===== src/rtl/core/mbqf_ram.sv =====
// ----------------------------------------------------------------------------
// Generic single-port-write RAM
// One write port and one read port with registered read data.
// ----------------------------------------------------------------------------
module mbqf_ram #(
   parameter int WIDTH = 96,
   parameter int DEPTH = 8
) (
   input  logic                                  clock,
   input  logic                                  wr_en,
   input  logic [(DEPTH > 1 ? $clog2(DEPTH) : 1)-1:0] wr_addr,
   input  logic [WIDTH-1:0]                      wr_data,
   input  logic                                  rd_en,
   input  logic [(DEPTH > 1 ? $clog2(DEPTH) : 1)-1:0] rd_addr,
   output logic [WIDTH-1:0]                      rd_data
);

   logic [WIDTH-1:0] mem_ff [DEPTH];
   logic [WIDTH-1:0] rd_data_ff;

   always_ff @(posedge clock) begin
      if (wr_en) begin
         mem_ff[wr_addr] <= wr_data;
      end
      if (rd_en) begin
         rd_data_ff <= mem_ff[rd_addr];
      end
   end

   assign rd_data = rd_data_ff;

endmodule


===== config.mk =====
export PLATFORM = sky130hd
export DESIGN_NAME = mbqf_ram
export DESIGN_NICKNAME = d
export VERILOG_FILES = /design/src/rtl/core/mbqf_ram.sv
export SDC_FILE = /design/constraint.sdc
export NUM_CORES = 1
export LEC_CHECK = 0
export BUFFER_PORTS_ARGS = -buffer_cell sky130_fd_sc_hd__buf_2
export CORE_MARGIN = 1.5
export CORE_UTILIZATION = 60
export CTS_CLUSTER_DIAMETER = 200
export DETAILED_ROUTE_END_ITERATION = 10
export GPL_ROUTABILITY_DRIVEN = 0
export HOLD_SLACK_MARGIN = 0.12
export PLACE_DENSITY = 0.79
export SLEW_MARGIN = 10
export SYNTH_ARGS = -nofsm -noshare
export SYNTH_HDL_FRONTEND = slang
export SYNTH_SLANG_ARGS = --single-unit

===== constraint.sdc =====
create_clock -name clock -period 9.7 [get_ports clock]
set_input_delay 0.485 -clock clock [delete_from_list [all_inputs] [get_ports clock]]
set_output_delay 0.485 -clock clock [all_outputs]
set_load 0.01 [all_outputs]

======== After elaboration in Yosys (flattened, before gate mapping) ========
Memory sizes are Yosys's and may differ from the RTL's. A register that Yosys moved wholly into a read port is not among the register bits.
Cells that the tools add are included.
storage, ports and cells
  word-level logic and storage cells ...... 3
  input bits .............................. 105
  output and inout bits ................... 96
  bits in latches ......................... 0
  memories ................................ 1
  RAM bits ................................ 768
  register bits after elaboration ......... 0
  memory bits (read-only) ................. 0
memory list
  name    words  width  read ports  clocked after Yosys merged registers in  write ports  RTL line  text
  mem_ff  8      96     1           1                                        1            18        logic [WIDTH-1:0] mem_ff [DEPTH];
operators by class
  divide/modulo/power cells ............... 0
  shifts and indexed selects .............. 0
  $mul .................................... 0
  add/subtract/negate cells ............... 0
  reductions and logical operators ........ 0
  multiplexer cells ....................... 2
  bitwise operators ....................... 0
  equality and inequality tests ........... 0
  order comparisons ....................... 0
operators by type and width
  operator  number
  $mux W1   2

======== Longest topological paths before layout ========
Gate-level depths: netlist (run 1).
  depth after elaboration ................. 2
  gate-level depth with buffers ........... 5
  depth with buffers taken out ............ 2

======== Least setup slack after synthesis (run 1) ========
OpenSTA, ideal clock, no wires.
  path kind ............................... in2reg
  start ................................... input port wr_addr[2] (netlist name)
  end ..................................... memory mem_ff[0][0], enable pin
  setup time .............................. 0.670 ns
  data arrival time ....................... 7.159 ns
  buffers on the path ..................... 0
  cell stages on the path ................. 2
  data required time ...................... 9.030 ns
  path slack .............................. 1.871 ns
  cell sequence ........................... nand2b_1 -> nor3_1
RTL lines
  what             RTL line  text
  start, declared  11        input logic [(DEPTH > 1 ? $clog2(DEPTH) : 1)-1:0] wr_addr,
  end, declared    18
Straight into the memory's write port.

==> impl_metrics.yaml, run 1 <==
run_status:
  status: "finished clean"
grt:
  grt_util_all_layers_pct: 23.9
  antenna_found_initial: 5
  grt_util_met3_pct: 5.02
  grt_pass1_wl_mm: 93.5
  grt_overflow: 0
  grt_start_max_net_pins: 117
  grtUsageMet2_pct: 40.1
  grt_pass1_vias: 15100
  use_met1_pct: 32.1
  busiest_layer: "met2"
logic_synthesis:
  syn_inst: 1219
  yosysWarnings: 0
  syn_area_per_cell_um2: 26.1
  yosys.area_share.adder_pct: 0
  yosysTopAreaCell: "edfxtp_1"
  synth.distinct_cells: 11
  synth_xor_area_share_pct: 0
  synthSimpleGateAreaFrac_pct: 0.185
  synth_top_cell_area_share_pct: 81.7
  synthMuxAreaShare_pct: 17.0
  synth_area_um2: 31800
  ys_top_cells_by_area: "edfxtp_1 (82%), mux4_2 (14%), mux2_2 (3.4%)"
  synth_top_family_by_area: "multiplexers"
  synth.net_count: 1324
  synth-seq-area-share_pct: 81.7
  synth.ff_latch_count: 864
  synth_compound_area_share_pct: 0
timing:
  period_needed_ps: 3190
  slew_violations: 0
  relSlewSlack_pct: 25.2
  timing.setup.tns_ps: 0
  post-route-period-util_pct: 32.9
  max_slew.worst_pin.slew_ps: 1120
  hold_viol_final: 0
  clock_skew_ps: 19.4
  setup_violations: 0
  rsz0062_at_grt: "no"
  clock.fmax_mhz: 313
setup_path:
  startpoint_type: "input port"
  cp.required_ps: 10060
  worstSetupPathType: "in -> reg"
  critPathSlowestCell: "buf_4"
  crit_buf_inv: 3
  cp.arrival_ps: 3560
  cp_max_fo: 71
  worstSetupPathDepth: 5
  path_common_cell: "buf_4"
  cp-end-kind: "register"
  r2r_start: "mem_ff[5][66]"
  ff2ff_path_depth: 2
  rr_endpoint: "rd_data[66]"
  r2r_setup_slack_ps: 8210
  worstPathCellList: "clkbuf_8 -> buf_4 -> buf_4 -> mux4_2 -> mux2_2"
  cpLargestDelayFamily: "buffers and inverters"
  slowest_delay_ps: 880
cells_and_area:
  syn2layout_area_growth_pct: 16.6
  fin_area_um2: 37000
  final_common_cell: "edfxtp_1"
  fin_nets: 1647
  final_cell_mix: "edfxtp_1 (864), buf_2 (196), mux4_2 (192), mux2_2 (96), clkbuf_16 (85)"
  final_layout_size_suffix_gt1_share_pct: 39.6
floorplan:
  coreArea_um2: 52400
  die_w_um: 233
  start_util_pct: 60.6
  row_count: 84
  io_pins: 201
  fp.dieH_um: 233
  die_area_um2: 54300
clock_network:
  post_cts.repair.setup_buffers: 0
  htreeDepth: 3
  clk_path_buf_depth: 3
  cts_tree: "built"
  cts_sinks: 864
  root_buffer: "clkbuf_16"
  cts_buffers: 83
  path_clk_slew_ps: 60
  post_cts_resized: 0
  postCtsHoldBufs: 71
  insertion_delay_ps: 630
placed_design:
  dp_hpwl_mm: 30.4
  dpl_cell_area_um2: 33500
  io_buffers: 200
min_path:
  min_from: "wr_data[65]"
  holdCritPathClass: "in -> reg"
  whs_endpoint: "mem_ff[4][65]"
  worstHoldPathCells: 1
power_and_ir_drop:
  p_leak_nw: 12.1
  peakVddDrop_mv: 0.159
  power_density_nw_per_um2: 216
route:
  firstDrtPassIters: 5
  drc: 0
  detail_route.wirelength_mm: 62.6
  antenna_left: 0
  num_vias: 14000
  drtIter0Drc: 1401
  viasPerCell: 6.07
  wl_per_cell_um: 27.2
job:
  maxCapViolCount: 0
worst reg2reg max path: cells and delay by family (launching register included):
family | cells | cell delay [ps]
flip-flops | 1 | 410
multiplexers | 2 | 820
cells in the mapped netlist:
library cell	number
buf_6	20
mux4_2	192
edfxtp_1	864
nor2_1	6
nand2b_1	3
buf_1	10
mux2_2	96
clkbuf_1	20
nand2_1	2
nor3_1	2
buf_2	4
flip-flops by register name (all words and copies together) (netlist names):
| signal | count |
|---|---|
| mem_ff | 768 |
| rd_data | 96 |
metal layers:
metal	vias up	part of all wire, %
li1	5906	-
met1	7425	39
met2	538	52
met3	88	7.5
met4	6	2.0
met5	-	0.054
area by class of cell:
cell class / instances / area, µm²
Timing Repair Buffer: 292 / 1910
Antenna cell: 4 / 10.0
Multi-Input combinational cell: 301 / 5520
Tap cell: 688 / 861
Clock inverter: 56 / 636
Sequential cell: 864 / 25900
Clock buffer: 97 / 2170
Fill cell: 2910 / 15400
worst max path at each step:
stage | from | end | slack (ps)
after floorplan | wr_addr[2] | mem_ff[0][0] | 1870
after global placement | rd_addr[2] | rd_data[25] | 5950
after detailed placement | rd_addr[2] | rd_data[37] | 5870
after CTS | rd_addr[2] | rd_data[48] | 6530
after global routing | rd_addr[2] | rd_data[48] | 6430
final | rd_addr[2] | rd_data[48] | 6510
power by group:
group / switching (mW) / leakage [nW] / total (mW) / internal (mW)
combinational: 0.224 / 2.83 / 0.420 / 0.197
sequential: 0.0405 / 7.92 / 4.31 / 4.27
clock: 1.33 / 1.36 / 3.29 / 1.96
cells by family (layout without fill, tap and decap cells):
| family | Yosys count | count (layout) |
|---|---|---|
| multiplexers | 288 | 288 |
| AND/OR/NAND/NOR | 13 | 13 |
| other | 0 | 4 |
| flip-flops | 864 | 864 |
| buffers and inverters | 54 | 445 |
metrics by stage:
stage,hold slack (ps),power (mW),util (%),setup slack (ps),cells
after floorplan,584,4.62,-,1870,1219
after global placement,734,4.76,63.9,5950,2074
after detailed placement,744,4.78,63.9,5870,2074
after CTS,120,8.08,70.6,6530,2298
after global routing,142,8.25,70.6,6430,2300
final,147,8.02,70.6,6510,2302
Note: power is estimated with default switching activity, not from simulation.
==> run 2: changes to the inputs <==
==> constraint.sdc (replaced) <==
create_clock -name clock -period 3 [get_ports clock]
set_input_delay 0.15 -clock clock [delete_from_list [all_inputs] [get_ports clock]]
set_output_delay 0.15 -clock clock [all_outputs]
set_load 0.01 [all_outputs]
==> run 2 against run 1 <==
Global-route usage rose by 0.63 points. Clock-buffer cell count rose by 4. Sequential cell count did not move. Core utilization grew 0.31 points. Sequential share of layout area shrank 0.30 points. Critical endpoint is now rd_data[53]. Combinational power grew to 3.4 times the previous value. Via count rose by 3.0%. Register-to-register slack got worse by 6700 ps. Highest routed layer unchanged. Final cell count rose by 1.1%. Clock power rose to 2.9 times the previous value. Setup slack got worse by 5000 ps.
==> impl_metrics.yaml, run 2 (synthesis results as in run 1) <==
setup_path:
  ff2ff_path_depth: 2
  cp-end-kind: "register"
  cp.arrival_ps: 1860
  startpoint_type: "register"
  cp.required_ps: 3360
  worstSetupPathType: "reg -> reg"
  rr_endpoint: "rd_data[53]"
  r2r_setup_slack_ps: 1500
  r2r_start: "mem_ff[4][53]"
  cp_max_fo: 1
route:
  detail_route.wirelength_mm: 64.4
  num_vias: 14400
  wl_per_cell_um: 27.7
  drtIter0Drc: 1457
  drc: 0
  antenna_left: 0
  firstDrtPassIters: 5
  viasPerCell: 6.18
cells_and_area:
  syn2layout_area_growth_pct: 17.1
  fin_area_um2: 37200
  fin_nets: 1679
  final_cell_mix: "edfxtp_1 (864), buf_2 (196), mux4_2 (192), mux2_2 (96), dlygate4sd3_1 (96)"
  final_layout_size_suffix_gt1_share_pct: 38.8
  largest_reg_flops: 768
  final_common_cell: "edfxtp_1"
  nFillCells: 2938
  fin_cells: 2327
  largest-register: "mem_ff"
clock_network:
  cts_tree: "built"
  post_cts.repair.setup_buffers: 0
  insertion_delay_ps: 610
  cts_sinks: 864
  htreeDepth: 3
  root_buffer: "clkbuf_16"
  path_clk_slew_ps: 60
  clk_path_buf_depth: 3
  cts_buffers: 82
timing:
  max_slew.worst_pin.slew_ps: 791
  hold_viol_final: 0
  setup_violations: 0
  post-route-period-util_pct: 50.0
  period_needed_ps: 1500
  clock_skew_ps: 16.2
  relSlewSlack_pct: 47.2
  slew_violations: 0
  rsz0062_at_grt: "no"
  clock.fmax_mhz: 667
  holdWs_ps: 150
grt:
  antenna_found_initial: 5
  grt_overflow: 0
  grt_util_all_layers_pct: 24.6
  grt_pass1_wl_mm: 95.7
  grt_pass1_vias: 15400
  grt_start_max_net_pins: 97
floorplan:
  io_pins: 201
  die_area_um2: 54300
  row_count: 84
  fp.dieH_um: 233
  die_w_um: 233
  start_util_pct: 60.6
  coreArea_um2: 52400
power_and_ir_drop:
  switching_share_pct: 20.4
  total_power_mw: 24.8
  power_density_nw_per_um2: 667
  p_leak_nw: 12.2
  clkPwrFrac_pct: 38.1
  power.switching_mw: 5.06
  p_comb_share_pct: 5.8
  p_int_mw: 19.8
  p_seq_share_pct: 56.1
  peakVddDrop_mv: 0.420
run_status:
  status: "finished clean"
placed_design:
  dpl_cell_area_um2: 33800
  dp_hpwl_mm: 31.0
  io_buffers: 200
  placedCellCount: 2082
min_path:
  holdCritPathClass: "in -> reg"
  worstHoldPathCells: 2
  min_from: "rd_en"
  whs_endpoint: "rd_data[21]"
job:
  maxCapViolCount: 0
==> run 2: cell types whose count changed in the layout (fill, tap and decap cells not counted), moves of 3 or more <==
cell,delta
clkbuf_1,+5
buf_4,-8
bufinv_16,-11
dlygate4sd3_1,+25
clkinv_2,+6
inv_6,-3
buf_12,+16
==> run 2: power groups by stage <==
stage	registers (mW)	logic, mW	clock network, mW
global placement	14.1	1.28	0
global route	14.0	1.54	10.1
finish	13.9	1.44	9.46
detailed placement	14.2	1.33	0
CTS	13.9	1.45	9.60
floorplan	14.2	0.719	0
==> run 2: worst max-delay path, cell delays in order, from the launching register on <==
cell and delay, ps:
edfxtp_1 440, mux4_2 530, mux2_2 280
==> run 2: timing repair <==
item | 4_1_cts | 5_1_grt
endpoints found under the hold margin | 768 | 0
gates resized for setup | 0 | 0
hold buffers | 96 | 0
endpoints found under the setup margin | 0 | 0
==> run 2: worst max-delay path by stage <==
stage                   from            to  slack, ps  depth (start not counted)
5_1_grt           rd_addr[0]   rd_data[44]       1420                          4
6_report       mem_ff[4][53]   rd_data[53]       1500                          2
3_3_place_gp      rd_addr[0]   rd_data[41]        900                          4
3_5_place_dp      rd_addr[0]   rd_data[39]        860                          4
2_1_floorplan     wr_addr[1]  mem_ff[1][0]       -280                          2
4_1_cts           rd_addr[0]   rd_data[20]       1500                          4
==> run 2: layer usage <==
| metal | global-route usage (%) | up-vias | wire length, µm |
|---|---|---|---|
| met5 | 0 | - | 45 |
| met4 | 7.76 | 8 | 1470 |
| met3 | 5.24 | 113 | 5560 |
| met2 | 39.6 | 727 | 32000 |
| met1 | 34.2 | 7580 | 25400 |
| li1 | - | 5956 | - |
==> run 2: metrics by stage <==
stage               setup TNS (ps)  utilization, %  setup WS, ps
floorplan                  -129480               -          -275
global placement                 0            64.5           904
CTS                              0            70.9          1500
detailed placement               0            64.5           863
finish                           0            70.9          1500
global route                     0            70.9          1420
==> run 2: area by class of cell <==
cell class / instances / area (µm²) / area share [%]
clock inverters: 45 / 268 / 0.720
flip-flops and latches: 864 / 25900 / 69.7
clock buffers: 101 / 2170 / 5.82
repair buffers: 325 / 2420 / 6.49
diodes: 3 / 7.51 / 0.0202
multi-input cells: 301 / 5550 / 14.9
well taps: 688 / 861 / 2.31
