<file path="src/rtl/core/mbqf_pkg.sv">
// ----------------------------------------------------------------------------
// Multichannel biquad filter package
// Shared constants, register indexes and pipeline control types.
// ----------------------------------------------------------------------------
package mbqf_pkg;

   localparam int COEF_WIDTH      = 26;
   localparam int FRAC_BITS       = 20;
   localparam int CHANNEL_WIDTH   = 3;
   localparam int CSR_INDEX_WIDTH = 3;
   localparam int NUM_STAGES      = 4;
   localparam int OUT_DEPTH       = 8;
   localparam int OUT_PTR_WIDTH   = 3;
   localparam int OUT_CNT_WIDTH   = 4;

   typedef enum logic [CSR_INDEX_WIDTH-1:0] {
      CSR_B0 = 3'd0,
      CSR_B1 = 3'd1,
      CSR_B2 = 3'd2,
      CSR_A1 = 3'd3,
      CSR_A2 = 3'd4
   } csr_index_type;

   typedef struct packed {
      logic signed [COEF_WIDTH-1:0] b0;
      logic signed [COEF_WIDTH-1:0] b1;
      logic signed [COEF_WIDTH-1:0] b2;
      logic signed [COEF_WIDTH-1:0] a1;
      logic signed [COEF_WIDTH-1:0] a2;
   } coef_set_type;

   typedef struct packed {
      logic                     valid;
      logic                     in_range;
      logic [CHANNEL_WIDTH-1:0] channel;
   } stage_tag_type;

endpackage

</file>
<file path="src/rtl/core/mbqf_out_queue.sv">
// ----------------------------------------------------------------------------
// Result queue
// Small register queue that holds finished results until the sink takes them.
// ----------------------------------------------------------------------------
module mbqf_out_queue
   import mbqf_pkg::*;
#(
   parameter int WIDTH = 28
) (
   input  logic             clock,
   input  logic             reset,
   input  logic             push,
   input  logic [WIDTH-1:0] push_data,
   input  logic             pop,
   output logic             out_valid,
   output logic [WIDTH-1:0] out_data
);

   logic [WIDTH-1:0]         slot_ff [OUT_DEPTH];
   logic [OUT_PTR_WIDTH-1:0] wr_ptr_ff, wr_ptr_in, rd_ptr_ff, rd_ptr_in;
   logic [OUT_CNT_WIDTH-1:0] count_ff, count_in;

   always_comb begin
      wr_ptr_in = push ? wr_ptr_ff + 1'b1 : wr_ptr_ff;
      rd_ptr_in = pop ? rd_ptr_ff + 1'b1 : rd_ptr_ff;
      count_in  = count_ff + OUT_CNT_WIDTH'(push) - OUT_CNT_WIDTH'(pop);
   end

   always_ff @(posedge clock) begin
      if (reset) begin
         wr_ptr_ff <= '0;
         rd_ptr_ff <= '0;
         count_ff  <= '0;
      end else begin
         wr_ptr_ff <= wr_ptr_in;
         rd_ptr_ff <= rd_ptr_in;
         count_ff  <= count_in;
      end
   end

   always_ff @(posedge clock) begin
      if (push) begin
         slot_ff[wr_ptr_ff] <= push_data;
      end
   end

   assign out_valid = count_ff != '0;
   assign out_data  = slot_ff[rd_ptr_ff];

endmodule

</file>
<file path="config.mk">
export PLATFORM = sky130hd
export DESIGN_NAME = mbqf_out_queue
export DESIGN_NICKNAME = d
export VERILOG_FILES = /design/src/rtl/core/mbqf_pkg.sv /design/src/rtl/core/mbqf_out_queue.sv
export SDC_FILE = /design/constraint.sdc
export NUM_CORES = 1
export LEC_CHECK = 0
export BUFFER_PORTS_ARGS = -buffer_cell sky130_fd_sc_hd__buf_2
export CAP_MARGIN = 25
export CORE_UTILIZATION = 50
export DETAILED_ROUTE_END_ITERATION = 8
export PLACE_DENSITY = 0.67
export SETUP_SLACK_MARGIN = 0.4
export SYNTH_ARGS = -nofsm -noshare
export SYNTH_HDL_FRONTEND = slang
export SYNTH_SLANG_ARGS = --single-unit
</file>
<file path="constraint.sdc">
create_clock -name clock -period 8.4 [get_ports clock]
set_clock_uncertainty 0.05 [all_clocks]
set_input_delay 0.42 -clock clock [delete_from_list [all_inputs] [get_ports clock]]
set_output_delay 0.42 -clock clock [all_outputs]
set_load 0.005 [all_outputs]
</file>
# After elaboration in Yosys (flattened, before gate mapping)
# Memory sizes are Yosys's and may differ from the RTL's. A register that Yosys moved wholly into a read port is not among the register bits.
# Index checks and enable logic that the tools add are counted.
word_totals:
  reg_bits: 10
  latch_bits: 0
  mem_bits_rw: 224
  mem_bits_ro: 0
  in_bits: 32
  output_inout_bits: 29
  mem_count: 1
op_classes:
  addsub: 4
  n_mul: 0
  div_mod_pow: 0
  n_lt_le_gt_ge: 0
  eq_ne: 0
  shifts: 0
  mux: 4
  bitwise: 0
  reduce_logical: 1
memory_table:
  columns: ["name", "depth", "word_bits", "rd", "rd_ports_with_merged_regs", "wr", "line", "source"]
  rows:
  - ["slot_ff", 8, 28, 1, 1, 1, "mbqf_out_queue.sv:19", "logic [WIDTH-1:0] slot_ff [OUT_DEPTH];"]
ops:
  columns: ["cell", "n"]
  rows:
  - ["adder 3 x 1 -> 3 bit (second input constant)", 2]
  - ["2-to-1 mux 3 bit", 2]
  - ["adder 4 x 1 -> 4 bit", 1]
  - ["nonzero test 4 bit", 1]
  - ["subtractor 4 x 1 -> 4 bit", 1]
  - ["2-to-1 mux 1 bit", 2]

# Logic depth before layout (Yosys ltp)
# Gate-level depths: netlist (run 1).
logic_depth:
  ltp_word: 3
  depth_mapped: 8
  depth_no_buf: 8

# Least setup slack after synthesis (run 1)
# No wires, ideal clock.
synth_timing:
  path_kind: "input -> register"
  from: "input port push"
  to: "memory slot_ff[0][0] (enable)"
  setup_ns: 0.448
  arrival_time_ns: 2.452
  required_time_ns: 7.902
  slack_ns: 5.450
  stages: 2
  path_buffers: 0
  path_cell_list: "nand2b_1 > nor3_1"
synth_via:
  elab_chain_len: 2
synth_lines:
  columns: ["item", "line", "source"]
  rows:
  - ["start: declaration", "mbqf_out_queue.sv:12", "input logic push,"]
  - ["2-to-1 mux 1 bit", "mbqf_out_queue.sv:42", "if (push) begin"]
  - ["2-to-1 mux 1 bit (implied by the code)", "mbqf_out_queue.sv:43", "slot_ff[wr_ptr_ff] <= push_data;"]
  - ["end: declaration", "mbqf_out_queue.sv:19", null]
# Every way passes these cells.

==> impl_metrics.env, run 1 <==
export IMPL_syn_inst=391
export IMPL_syn_nets=431
export IMPL_synth_top_area_cell="edfxtp_1"
export IMPL_ir_drop_mv=0.1666
export IMPL_wirelength_um=15660
export IMPL_start_util_pct=51.69
export IMPL_rows=48
export IMPL_dp_hpwl_um=8198
export IMPL_drt_met1_wl_um=6805
export IMPL_drive_above_1_share_pct=39.26
export IMPL_synth_top_area_share_pct=74.46
export IMPL_design_area_um2=10500
export IMPL_endpoint_kind="output port"
export IMPL_fin_hold_ws_ns=0.1238
export IMPL_top_layer="met4"
export IMPL_via_count=4046
export IMPL_grt_overflow=0
export IMPL_setup_viol=0
export IMPL_vias_per_cell=5.667
export IMPL_p_leak_nw=3.410
export IMPL_worstSetupStartpointType="flip-flop"
export IMPL_maxSlewHeadroom_pct=37.36
export IMPL_r2r_end="slot_ff[0][9]"
export IMPL_cts_buffers=24
export IMPL_num_antenna_cells=0
export IMPL_crit_path_max_fanout=44
export IMPL_clockBufferDepth=3
export IMPL_final_nets=512
export IMPL_first_pass_iters=6
export IMPL_route_detailed_wl_per_inst_um=21.93
export IMPL_hold_start="push_data[26]"
export IMPL_grt_use_total_pct=18.06
export IMPL_status="completed"
export IMPL_die_w_um=136.4
export IMPL_place_gp_congestion=0.6581
export IMPL_r2r_start="wr_ptr_ff[2]"
export IMPL_synth_area_leaders="edfxtp_1 (74%), mux4_2 (12%), mux2_2 (3.5%)"
export IMPL_drv_slew=0
export IMPL_die_h_um=136.4
export IMPL_cap_viol_max_count=0
export IMPL_wl_met3_um=636
export IMPL_cts_resized=0
export IMPL_mostFrequentLayoutCell="edfxtp_1"
export IMPL_clock_sinks=237
export IMPL_timing_final_crit_share_pct=35.45
export IMPL_dr_wl_met2_um=7883
export IMPL_yosysSeqAreaShare_pct=77.34
export IMPL_grt_pass1_vias=4407
export IMPL_fmax_ghz=0.3358
export IMPL_regToRegSetupSlack_ns=6.46
export IMPL_port_buffer_count=60
export IMPL_setup_tns_ns=0
export IMPL_syn_avg_cell_area_um2=23.10
export IMPL_clk_insertion_delay_late_ns=0.50
export IMPL_reg2reg_depth=3
export IMPL_synth_cell_types=23
export IMPL_io_pins=61
export IMPL_tritoncts="yes"
export IMPL_grt_pass1_wl_um=24340
export IMPL_hold_depth=1
export IMPL_grt_max_degree=57
export IMPL_syn_cell_area_um2=9034
export IMPL_cts_hold_repair_buffers=0
export IMPL_antenna_left=0
export IMPL_powerDensity_nw_per_um2=242.4
export IMPL_crit_arrival_ns=2.51
export IMPL_crit_type="flip-flop to output port"
export IMPL_worstPathCellList="buf_4 -> buf_16 -> mux4_1 -> mux2_2 -> buf_2"
export IMPL_hold_end="slot_ff[5][26]"
export IMPL_fp_dieArea_um2=18610
export IMPL_required_ns=7.93
export IMPL_period_minus_slack_ns=2.978
export IMPL_drt_initial_drc_count=315
export IMPL_ys_ff_latch=237
export IMPL_rsz0062_at_grt="no"
export IMPL_post_cts_setup_buffers=0
export IMPL_slowest_stage="mux4_1"
export IMPL_clk_pin_slew_worst_paths_ns=0.06
export IMPL_hold_viol_final=0
export IMPL_drc=0
export IMPL_cpPeakStageDelay_ns=0.61
export IMPL_cts_root_buf="clkbuf_16"
export IMPL_cts_max_level=1
export IMPL_most_common_layout_cells="edfxtp_1 (224), buf_2 (60), mux4_2 (50)"
export IMPL_grt_antenna_before_repair=0
export IMPL_yosysWarnings=0
export IMPL_dpl_cell_area_um2=9629
export IMPL_areaGrowthSynthToFinish_pct=16.21
export IMPL_min_path_type="input port to flip-flop"
export IMPL_worstMarginPinSlew_ns=0.9396
export IMPL_core_um2=17480
where the power goes:
part | total, mW | switching [mW] | internal [mW]
clock | 0.980 | 0.408 | 0.573
combinational | 0.216 | 0.103 | 0.112
sequential | 1.35 | 0.0183 | 1.33
total | 2.54 | 0.529 | 2.02
how the worst max path moves through the flow:
stage | start | to | slack [ns] | cells past startpoint
global placement | flip-flop | out_data[20] | 5.62 | 4
global route | flip-flop | out_data[20] | 5.30 | 5
detailed placement | flip-flop | out_data[20] | 5.92 | 5
CTS | flip-flop | out_data[20] | 5.38 | 5
finish | flip-flop | out_data[20] | 5.42 | 5
floorplan | push | slot_ff[0][0] | 5.45 | 2
sequential cells by signal (all words and copies together) (netlist names), named ones only:
register	cells
count_ff	4
rd_ptr_ff	3
slot_ff	224
wr_ptr_ff	3
final cells by class:
class                      count  area (µm²)
multi-input combinational    131        1971
sequential                   237        6993
clock buffer                  32       651.9
clock inverter                11       73.82
timing repair buffer          71       500.5
inverter                       7       26.28
tap                          225       281.5
fill                        1235        6979
synth_stat cells, drive strengths merged:
| cell type | number |
|---|---|
| dfxtp | 13 |
| buf | 13 |
| nor3 | 2 |
| edfxtp | 224 |
| clkbuf | 3 |
| nand3 | 2 |
| xnor2 | 2 |
| ha | 7 |
| nand2 | 4 |
| nand2b | 4 |
| xor2 | 3 |
| mux4 | 56 |
| inv | 7 |
| nor2 | 16 |
| mux2i | 2 |
| fa | 1 |
| a21oi | 2 |
| nor2b | 1 |
| mux2 | 28 |
| a31o | 1 |
layer usage:
layer / track usage [%] / vias up
li1: - / 1786
met1: 24.66 / 2146
met2: 30.01 / 90
met3: 3.281 / 24
met4: 4.938 / 0
met5: 0 / -
logic make-up after synthesis:
family | share of synthesized area (%)
AO/OA/AOI/OAI | 0.2078
XOR/XNOR | 0.4849
adder cells (fa/ha/maj) | 1.191
buffers and inverters | 1.454
flip-flops | 77.34
multiplexers | 17.92
AND/OR/NAND/NOR | 1.399
critical path, delay by kind of cell (launching register included):
family,cells,cell delay (ns)
multiplexers,2,0.88
buffers and inverters,3,0.74
flip-flops,1,0.33
per-stage QoR:
stage               std cells  util (%)  setup WS [ns]  power [mW]
finish                    714     60.07          5.422       2.545
global placement          664     54.94          5.619       1.580
global route              714     60.07          5.298       2.635
floorplan                 391         -          5.450       1.510
CTS                       708     59.25          5.375       2.569
detailed placement        665     55.10          5.917       1.592
No activity file was read; power rests on OpenSTA's default activity.
==> run 2: changes to the inputs <==
- ABC_AREA: unset -> 1
- clock period: 8.4 -> 2.9 ns (I/O delays scaled with it)
==> impl_metrics.env, run 2 <==
export IMPL_fin_hold_ws_ns=0.3563
export IMPL_synthFlopType="edfxtp_1"
export IMPL_grt_use_total_pct=20.52
export IMPL_power_frac_clock_pct=37.9
export IMPL_areaGrowthSynthToFinish_pct=15.82
export IMPL_period_minus_slack_ns=2.232
export IMPL_hold_end="count_ff[0]"
export IMPL_required_ns=2.71
export IMPL_reg2reg_depth=3
export IMPL_regMostFlops="slot_ff"
export IMPL_rsz0062_at_grt="no"
export IMPL_tritoncts="yes"
export IMPL_synth_edf_count=224
export IMPL_r2r_end="slot_ff[7][18]"
export IMPL_drt_initial_drc_count=402
export IMPL_async_flop_share_pct=0
export IMPL_wirelength_um=21170
export IMPL_ys_ff_latch=237
export IMPL_clk_pin_slew_worst_paths_ns=0.06
export IMPL_synth_top_area_cell="edfxtp_1"
export IMPL_clk_insertion_delay_late_ns=0.50
export IMPL_grt_overflow=0
export IMPL_hold_viol_final=0
export IMPL_p_leak_nw=5.533
export IMPL_drv_slew=0
export IMPL_clock_sinks=237
export IMPL_cts_root_buf="clkbuf_16"
export IMPL_endpoint_kind="output port"
export IMPL_grt_pass1_vias=6751
export IMPL_antenna_left=0
export IMPL_p_int_mw=5.818
export IMPL_r2r_start="wr_ptr_ff[0]"
export IMPL_fillCellCount=1710
export IMPL_cap_viol_max_count=0
export IMPL_hold_depth=3
export IMPL_cts_buffers=25
export IMPL_grt_max_degree=113
export IMPL_largest_reg_flops=224
export IMPL_grt_antenna_before_repair=0
export IMPL_syn_nets=1088
export IMPL_route_detailed_wl_per_inst_um=14.83
export IMPL_port_buffer_count=60
export IMPL_core_um2=20300
export IMPL_register_area_um2=6992
export IMPL_multi_input_area_um2=2283
export IMPL_vias_per_cell=4.772
export IMPL_synth_common_cells="nand2_1 (375), inv_1 (240), edfxtp_1 (224), nand3_1 (115), buf_2 (25)"
export IMPL_switching_share_pct=23.73
export IMPL_cts_max_level=1
export IMPL_yosysMostFrequentCell="nand2_1"
export IMPL_hold_start="reset"
export IMPL_io_pins=61
export IMPL_top_layer="met4"
export IMPL_powerDensity_nw_per_um2=634.1
export IMPL_setup_viol=0
export IMPL_cts_resized=0
export IMPL_synth_area_leaders="edfxtp_1 (65%), nand2_1 (14%), inv_1 (8.7%)"
export IMPL_syn_inst=1048
export IMPL_maxSlewHeadroom_pct=49.49
export IMPL_fp_dieArea_um2=21350
export IMPL_drive_above_1_share_pct=10.46
export IMPL_min_path_type="input port to flip-flop"
export IMPL_crit_path_max_fanout=30
export IMPL_dr_wl_met2_um=10130
export IMPL_worstSetupStartpointType="flip-flop"
export IMPL_seq_power_share_pct=50.8
export IMPL_die_h_um=146.1
export IMPL_timing_final_crit_share_pct=76.97
export IMPL_most_common_layout_cells="nand2_1 (375), inv_1 (239), edfxtp_1 (224)"
export IMPL_drc=0
export IMPL_clockBufferDepth=3
export IMPL_crit_type="flip-flop to output port"
export IMPL_syn_cell_area_um2=10390
export IMPL_synth_top_area_share_pct=64.76
export IMPL_worstMarginPinSlew_ns=0.7577
export IMPL_yosysSeqAreaShare_pct=67.27
export IMPL_drt_met1_wl_um=9613
export IMPL_die_w_um=146.1
export IMPL_mostFrequentLayoutCell="nand2_1"
export IMPL_wl_met3_um=981
export IMPL_grt_pass1_wl_um=34290
export IMPL_combPwrFrac_pct=11.4
export IMPL_rows=52
export IMPL_switchingPower_mw=1.810
export IMPL_cts_hold_repair_buffers=32
export IMPL_setup_ws_ns=0.6678
export IMPL_start_util_pct=51.16
export IMPL_post_cts_setup_buffers=0
export IMPL_yosysWarnings=0
export IMPL_ir_drop_mv=0.3986
export IMPL_fmax_ghz=0.4480
export IMPL_dp_hpwl_um=10990
export IMPL_setup_tns_ns=0
export IMPL_num_antenna_cells=0
export IMPL_place_gp_congestion=0.7009
export IMPL_final_nets=1181
export IMPL_status="completed"
export IMPL_synth_cell_types=18
export IMPL_regToRegSetupSlack_ns=1.09
export IMPL_reg_top3="slot_ff x224, count_ff x4"
export IMPL_first_pass_iters=5
export IMPL_via_count=6809
export IMPL_crit_arrival_ns=2.04
export IMPL_syn_avg_cell_area_um2=9.911
export IMPL_dp_slack_ns=1.072
==> run 2: changes by cell type after synthesis, sizes merged, moves of 4 or more <==
cell	before	now
nand3	2	115
nand2b	4	0
buf	13	39
mux4	56	0
mux2	28	0
inv	7	242
o21ai	0	4
nand2	4	375
a21oi	2	7
==> run 2: cell type report <==
class / count / share of cell area (%)
sequential: 237 / 58.12
clock buffer: 32 / 5.419
clock inverter: 11 / 0.6345
tap: 270 / 2.808
multi-input combinational: 527 / 18.98
inverter: 242 / 7.562
timing repair buffer: 108 / 6.470
==> run 2: cell families (layout without fill, tap and decap cells) <==
logic type | count (synthesis) | in the layout | synth area share (%)
AO/OA/AOI/OAI | 11 | 11 | 0.5300
flip-flops | 237 | 237 | 67.27
AND/OR/NAND/NOR | 507 | 507 | 19.76
buffers and inverters | 284 | 393 | 11.32
XOR/XNOR | 1 | 1 | 0.08434
adder cells (fa/ha/maj) | 8 | 8 | 1.036
==> run 2: how the worst max path moves through the flow <==
| stage | startpoint | end | slack [ns] |
|---|---|---|---|
| 3_3_place_gp | wr_ptr_ff[0] | slot_ff[7][17] | 1.08 |
| 3_5_place_dp | wr_ptr_ff[0] | slot_ff[7][17] | 1.07 |
| 2_1_floorplan | wr_ptr_ff[0] | slot_ff[0][0] | 0.59 |
| 5_1_grt | flip-flop | out_data[0] | 0.54 |
| 4_1_cts | flip-flop | out_data[3] | 0.63 |
| 6_report | flip-flop | out_data[3] | 0.67 |
==> run 2: critical path: stages (launching register included) <==
cell and delay [ns]:
dfxtp_2 0.32, inv_2 0.44, buf_12 0.29, nand3_1 0.10, nand2_1 0.06, nand2_1 0.05, nand2_1 0.14, buf_2 0.13
==> run 2: through the flow <==
step / area, µm² / util (%) / instances / power [mW]
2_1_floorplan: 10390 / - / 1048 / 4.499
3_3_place_gp: 10980 / 54.09 / 1352 / 4.760
3_5_place_dp: 10980 / 54.09 / 1352 / 4.781
4_1_cts: 12030 / 59.26 / 1427 / 7.692
5_1_grt: 12030 / 59.26 / 1427 / 7.943
6_report: 12030 / 59.26 / 1427 / 7.628
==> run 2: layer usage <==
metal | GRT usage (%) | vias to the layer above
li1 | - | 3429
met1 | 27.58 | 3193
met2 | 35.36 | 151
met3 | 2.594 | 36
met4 | 5.313 | 0
met5 | 0 | -
==> run 2: power by group through the flow <==
stage                     Sequential (mW)  Combinational (mW)  Clock [mW]
after floorplan                      3.94               0.559           0
final                                3.87               0.866        2.89
after global routing                 3.88               0.990        3.07
after global placement               3.94               0.819           0
after detailed placement             3.94               0.837           0
after CTS                            3.87               0.876        2.94
